[src/rtl/wvfe_pkg.sv]
// package for the wavetable voice: widths, register indexes, item codes, limits
// no dependencies
package wvfe_pkg;
    localparam int TableSize = 256;
    localparam int TableAw   = 8;
    localparam int EchoDepth = 4096;
    localparam int EchoAw    = 12;
    localparam int PhaseBits = 24;

    localparam logic [2:0] CfgPhaseStep = 3'd0;
    localparam logic [2:0] CfgVolume    = 3'd1;
    localparam logic [2:0] CfgNoise     = 3'd2;
    localparam logic [2:0] CfgFeedback  = 3'd3;
    localparam logic [2:0] CfgFiltEn    = 3'd4;
    localparam logic [2:0] CfgB0        = 3'd5;
    localparam logic [2:0] CfgA1        = 3'd6;
    localparam logic [2:0] CfgA2        = 3'd7;

    localparam logic OpLoad = 1'b0;
    localparam logic OpGen  = 1'b1;

    localparam logic [15:0] Unity    = 16'd32768;
    localparam logic [15:0] LfsrSeed = 16'hACE1;
    localparam logic [15:0] LfsrTaps = 16'hB400;
    localparam logic signed [23:0] DeadZone = 24'sd21;

    // queued item between the front and the back
    typedef struct packed {
        logic                 op;
        logic [TableAw-1:0]   idx;
        logic signed [15:0]   val;
    } t_item;

    function automatic logic [15:0] cap_gain(input logic [15:0] g);
        cap_gain = (g > Unity) ? Unity : g;
    endfunction

    function automatic logic signed [23:0] sat20(input logic signed [47:0] x);
        if (x > 48'sd8388607) sat20 = 24'sd8388607;
        else if (x < -48'sd8388608) sat20 = -24'sd8388608;
        else sat20 = x[23:0];
    endfunction
endpackage

[src/rtl/wvfe_front.sv]
// front: accepts items into a two-entry queue
// depends on wvfe_pkg
module wvfe_front import wvfe_pkg::*; (
    input  logic       i_clk,
    input  logic       i_rst_n,
    input  logic       i_valid,
    output logic       o_ready,
    input  logic       i_opcode,
    input  logic [7:0] i_table_index,
    input  logic [15:0] i_table_value,
    output logic       o_q_valid,
    output t_item      o_q_item,
    input  logic       i_q_pop
);
    t_item r_ent [2];
    logic  r_rd, r_wr;
    logic [1:0] r_cnt;
    logic  push;
    t_item in_item;

    assign o_ready   = (r_cnt != 2'd2);
    assign push      = i_valid && o_ready;
    assign o_q_valid = (r_cnt != 2'd0);
    assign o_q_item  = r_ent[r_rd];

    always_comb begin
        in_item.op  = i_opcode;
        in_item.idx = i_table_index[TableAw-1:0];
        in_item.val = i_table_value;
    end

    always_ff @(posedge i_clk) begin
        if (push) r_ent[r_wr] <= in_item;
    end

    always_ff @(posedge i_clk) begin
        if (!i_rst_n) begin
            r_rd <= 1'b0;
            r_wr <= 1'b0;
            r_cnt <= 2'd0;
        end else begin
            if (push) r_wr <= ~r_wr;
            if (i_q_pop) r_rd <= ~r_rd;
            r_cnt <= r_cnt + {1'b0, push} - {1'b0, i_q_pop};
        end
    end
endmodule

[config.mk]
export PLATFORM = sky130hd
export DESIGN_NAME = wvfe_front
export DESIGN_NICKNAME = d
export VERILOG_FILES = /design/src/rtl/wvfe_pkg.sv /design/src/rtl/wvfe_front.sv
export SDC_FILE = /design/constraint.sdc
export NUM_CORES = 1
export LEC_CHECK = 0
export BUFFER_PORTS_ARGS = -buffer_cell sky130_fd_sc_hd__buf_2
export CAP_MARGIN = 10
export CORE_UTILIZATION = 50
export CTS_CLUSTER_DIAMETER = 30
export CTS_CLUSTER_SIZE = 24
export DETAILED_ROUTE_END_ITERATION = 16
export PLACE_DENSITY = 0.77
export SYNTH_ARGS = -nofsm -noshare
export SYNTH_HDL_FRONTEND = slang
export SYNTH_SLANG_ARGS = --single-unit
[constraint.sdc]
create_clock -name i_clk -period 2.4 [get_ports i_clk]
set_clock_uncertainty 0.2 [all_clocks]
set_input_delay 0.36 -clock i_clk [delete_from_list [all_inputs] [get_ports i_clk]]
set_output_delay 0.36 -clock i_clk [all_outputs]
set_load 0.005 [all_outputs]
==> Yosys cells after proc, flatten, opt, wreduce, memory -nomap -nowiden <==
Memory sizes are Yosys's and may differ from the RTL's. A register that Yosys moved wholly into a read port is not among the register bits.
Index checks and enable logic that the tools add are counted.
{ "totals": {"register_bits": 4, "latchBits": 0, "ram_bits": 50, "romBits": 0, "input_bits": 29, "output_inout_bits": 27, "wordCells": 15, "n_memories": 1} }
{ "memory_table": {"columns": ["name", "depth", "width", "rd", "rd_ports_with_merged_regs", "write_ports", "line", "rtl"], "rows": [
  ["r_ent", 2, 25, 1, 1, 1, "wvfe_front.sv:15", "t_item r_ent [2];"]
]} }
{ "op_classes": {"addsub": 2, "multipliers": 0, "div": 0, "magnitude_cmp": 0, "n_eq_ne": 1, "shift": 0, "mux": 4, "bitwise_logic": 2, "n_reduce_logical": 2} }
{ "ops": {"columns": ["cell", "n"], "rows": [
  ["1-bit two-way mux", 4],
  ["2-bit by 1-bit adder with 2-bit output", 1],
  ["2-bit != test (second input constant)", 1],
  ["1-bit NOT", 2],
  ["2-bit nonzero test", 1],
  ["2-bit by 1-bit subtractor with 2-bit output", 1],
  ["1-bit logical AND", 1]
]} }

==> Depth between registers and ports, before layout <==
{ "logic_depth": {"depth_word": 4, "depth_mapped": 7, "mapped_depth_nobuf": 7} }

==> Worst setup path before layout <==
Ideal clock, no wire load.
{ "synth_timing": {"path_kind": "register to register", "from": "register r_cnt[0]", "to": "memory r_ent[1][0] in the netlist's numbering, enable pin", "setup_ns": 0.384, "arrival_ns": 1.253, "required_ns": 1.816, "slack_ns": 0.563, "stages_incl_launch_ff": 3, "path_buffers": 0, "synth_period_minus_slack_ns": 1.837, "path_cell_list": "dfxtp_1 -> nand2b_1 -> and3_1"} }
{ "synth_between": {"elab_chain_cells": 4} }
{ "synth_rtl": {"columns": ["element", "line", "rtl"], "rows": [
  ["start: declaration", "wvfe_front.sv:17", "logic [1:0] r_cnt;"],
  ["start signal: assignment", "wvfe_front.sv:44", "r_cnt <= r_cnt + {1'b0, push} - {1'b0, i_q_pop};"],
  ["2-bit != test", "wvfe_front.sv:21", "assign o_ready = (r_cnt != 2'd2);"],
  ["named net o_ready", "wvfe_front.sv:7", "output logic o_ready,"],
  ["1-bit logical AND", "wvfe_front.sv:22", "assign push = i_valid && o_ready;"],
  ["1-bit two-way mux", "wvfe_front.sv:33", "if (push) r_ent[r_wr] <= in_item;"],
  ["1-bit two-way mux (implied by the code)", "wvfe_front.sv:33", null],
  ["end: declaration", "wvfe_front.sv:15", null]
]} }
The timed path passes the listed nets, and every way through them passes these cells.

==> summary.md <==
| Metric | Value |
|---|---|
| CTS tree | `done` |
| H-tree depth | `2` |
| Net Switching | `between 400 and 500 uW` |
| Die W | `around 66 um` |
| VDD IR max | `~0.35 mV` |
| Drt first pass iters | `4` |
| Synth-to-layout area growth | `21.3%` |
| # IOs | `56` |
| Yosys reg bits | `55` |
| Internal Power | `around 1.5 mW` |
| Post-CTS Setup Bufs | `0` |
| Port bufs | `55` |
| Switching Share | `between 20% and 30%` |
| Hold Path Class | `in2reg` |
| Register area share after synthesis | `77.4%` |
| RSZ-0062 raised after global routing | `false` |
| Routability-driven placement congestion ratio | `~0.63` |
| Arrival time worst endpoint | `around 1.4 ns` |
| Core area | `between 4000 and 5000 um2` |
| WS Path Type | `reg2out` |
| Chip height | `roughly 66 um` |
| Max-cap violations | `0` |
| Mapped Cells | `between 100 and 150` |
| Hold buffers post-CTS | `0` |
| Drt drc | `0` |
| Nets | `200` |
| CP Cell Sequence | `buf_4 -> mux2_2 -> buf_2` |
| Layout fillers | `about 280` |
| Clk sinks | `55` |
| Vias in the first global route | `1,096` |
| Yosys warnings | `0` |
| Share of post-route cells with drive strength above 1 | `55.6%` |
| Initial antenna violation count | `0` |
| Vias post-DR | `around 1,100` |
| Final period utilization | `around 83%` |
| Max_slew headroom | `approximately 74%` |
| Site row count | `23` |
| Final hold violation count | `0` |
| First-pass GRT wire length | `approximately 5.3 mm` |
| Detail Placement HPWL | `approximately 2.5 mm` |
| Placed Instance Area | `around 2400 um2` |
| Final setup viols | `0` |
| Syn nets | `136` |
| Clk pwr share | `24.6%` |
| Status | `completed` |
| Global-route usage over all layers | `roughly 18%` |
| Comb power frac | `between 10 and 15%` |
| Final instance area | `2510 um2` |
| Post-cts sizing count | `0` |
| Startpoint types | `register` |
| Average wire per standard cell | `between 15 and 20 um` |
| Antenna Cells | `0` |
| CP max FO | `25` |
| Vias per Instance | `~5.0` |
| Die area | `4400 um2` |
| Post-Syn Area per Cell | `between 15 and 20 um2` |
| Initial DRC count | `55` |
| Data required, critical path | `1.84 ns` |
| CTS max path bufs | `2` |
| Total power draw | `between 1.5 and 2 mW` |
| Routed Antenna Nets | `0` |
| Reg clk slew, reported paths | `0.09 ns` |
| Max stage delay on crit path | `around 0.38 ns` |
| Crit path max-delay cell type | `mux2_2` |
| Pin count of the biggest net entering global routing | `26` |
| Leakage | `approximately 0.97 nW` |
| Slew Viols, Final | `0` |
| Pwr Density | `just under 800 nW/um2` |
| Met1 usage | `18.3%` |
| Worst-margin pin slew | `between 0.3 and 0.4 ns` |
| CTS root buf | `clkbuf_8` |
| Post-layout min period | `between 2 and 2.5 ns` |
| GRT overflow | `0` |
| FMAX | `about 0.50 GHz` |
| M3 GR Usage | `6.55%` |
| Met2 Use GR | `between 30% and 40%` |
| Total CTS buffers | `5` |
| Mapped Area | `a little over 2000 um2` |
| Final WL | `between 3 and 4 mm` |
| Setup TNS | `0 ns` |
| Initial core utilization | `about half` |
| Worst Setup End Kind | `primary output` |
| Yosys cell types | `23` |
| GRT Max-Usage Layer | `met2` |
| Register share of total power | `about three fifths` |
| Worst-Skew Late Latency | `about 0.30 ns` |
area by class of cell:
type	count	area [um2]	area share, %
Sequential cell	55	1600	63.8
Multi-Input combinational cell	46	440	17.5
Timing Repair Buffer	60	313	12.5
Clock buffer	6	72.6	2.89
Tap cell	50	62.6	2.49
Clock inverter	2	12.5	0.499
Inverter	2	7.51	0.299
layout by cell type (no fill, tap or decap), drive strengths merged:
master    netlist  layout
nor4b           1       1
mux2           25      25
nand3b          2       2
buf             3      60
clkinvlp        0       1
a211o           1       1
dfxtp           5       5
and3            1       1
nand2           2       2
and2            3       3
nand3           1       1
or2             1       1
ha              1       1
inv             2       2
edfxtp         50      50
clkbuf          0       6
a21boi          2       2
nand2b          1       1
xor2            1       1
xnor2           1       1
a211oi          1       1
mux2i           1       1
a21bo           1       1
clkinv          0       1
kinds of logic (layout without fill, tap and decap cells):
logic type,Yosys count,after routing,synth area share (%)
fa+ha+maj,1,1,0.604
compound gates,5,5,2.18
mux,26,26,14.1
flops,55,55,77.4
xor+xnor,2,2,0.847
buf+inv,5,70,1.33
simple gates,12,12,3.57
cells in the mapped netlist (all sizes together):
master	instances	area share, %
nand2	2	0.36
a21boi	2	0.91
dfxtp	5	4.8
xor2	1	0.42
nand3b	2	0.73
mux2i	1	0.48
buf	3	0.97
and2	3	0.91
nand2b	1	0.30
or2	1	0.30
edfxtp	50	73
nand3	1	0.24
a21bo	1	0.48
xnor2	1	0.42
nor4b	1	0.42
and3	1	0.30
a211o	1	0.42
a211oi	1	0.36
ha	1	0.60
mux2	25	14
inv	2	0.36
power by group through the flow:
stage                     registers [mW]  clock network, mW  logic (mW)
final                               1.17              0.474       0.287
after floorplan                     1.18                  0       0.161
after global placement              1.18                  0       0.277
after global routing                1.18              0.529       0.319
after detailed placement            1.19                  0       0.291
after CTS                           1.17              0.490       0.292
worst max-delay path: cells and delay by family (launching register included):
family | cells | cell delay [ns]
buf+inv | 2 | 0.44
mux | 1 | 0.38
flops | 1 | 0.31
worst paths after layout:
kind / from / to / slack, ns / cells past startpoint
setup reg to reg: r_cnt[0]$_SDFF_PN0_ / r_cnt[1]$_SDFF_PN0_ / 0.54 / 7
hold reg to reg: r_wr$_SDFFE_PN0P_ / r_wr$_SDFFE_PN0P_ / 0.39 / 2
setup / recovery: register / o_q_item[11] / 0.40 / 3
hold / removal: i_table_value[13] / r_ent[0][13]$_DFFE_PP_ / 0.04 / 1
routing by layer:
metal  wire (um)  vias to the layer above
li1            -                      534
met1        1270                      532
met2        1950                       36
met3         189                        6
met4          57                        0
met5           0                        -
flip-flops by register name, summed over array words and instances (netlist names), named ones only:
| signal | flops |
|---|---|
| r_rd | 1 |
| r_cnt | 2 |
| r_ent | 50 |
| r_wr | 1 |
through the flow:
| step | worst slack (ns) | std cells | hold slack (ns) | util, % |
|---|---|---|---|---|
| 6_report | 0.400 | 221 | 0.0374 | 62.7 |
| 5_1_grt | 0.329 | 221 | 0.0221 | 62.7 |
| 4_1_cts | 0.379 | 221 | 0.0279 | 62.7 |
| 3_5_place_dp | 0.581 | 213 | 0.353 | 60.6 |
| 3_3_place_gp | 0.722 | 213 | 0.347 | 60.6 |
| 2_1_floorplan | 0.563 | 106 | 0.259 | - |
(Power assumes the default switching activity.)
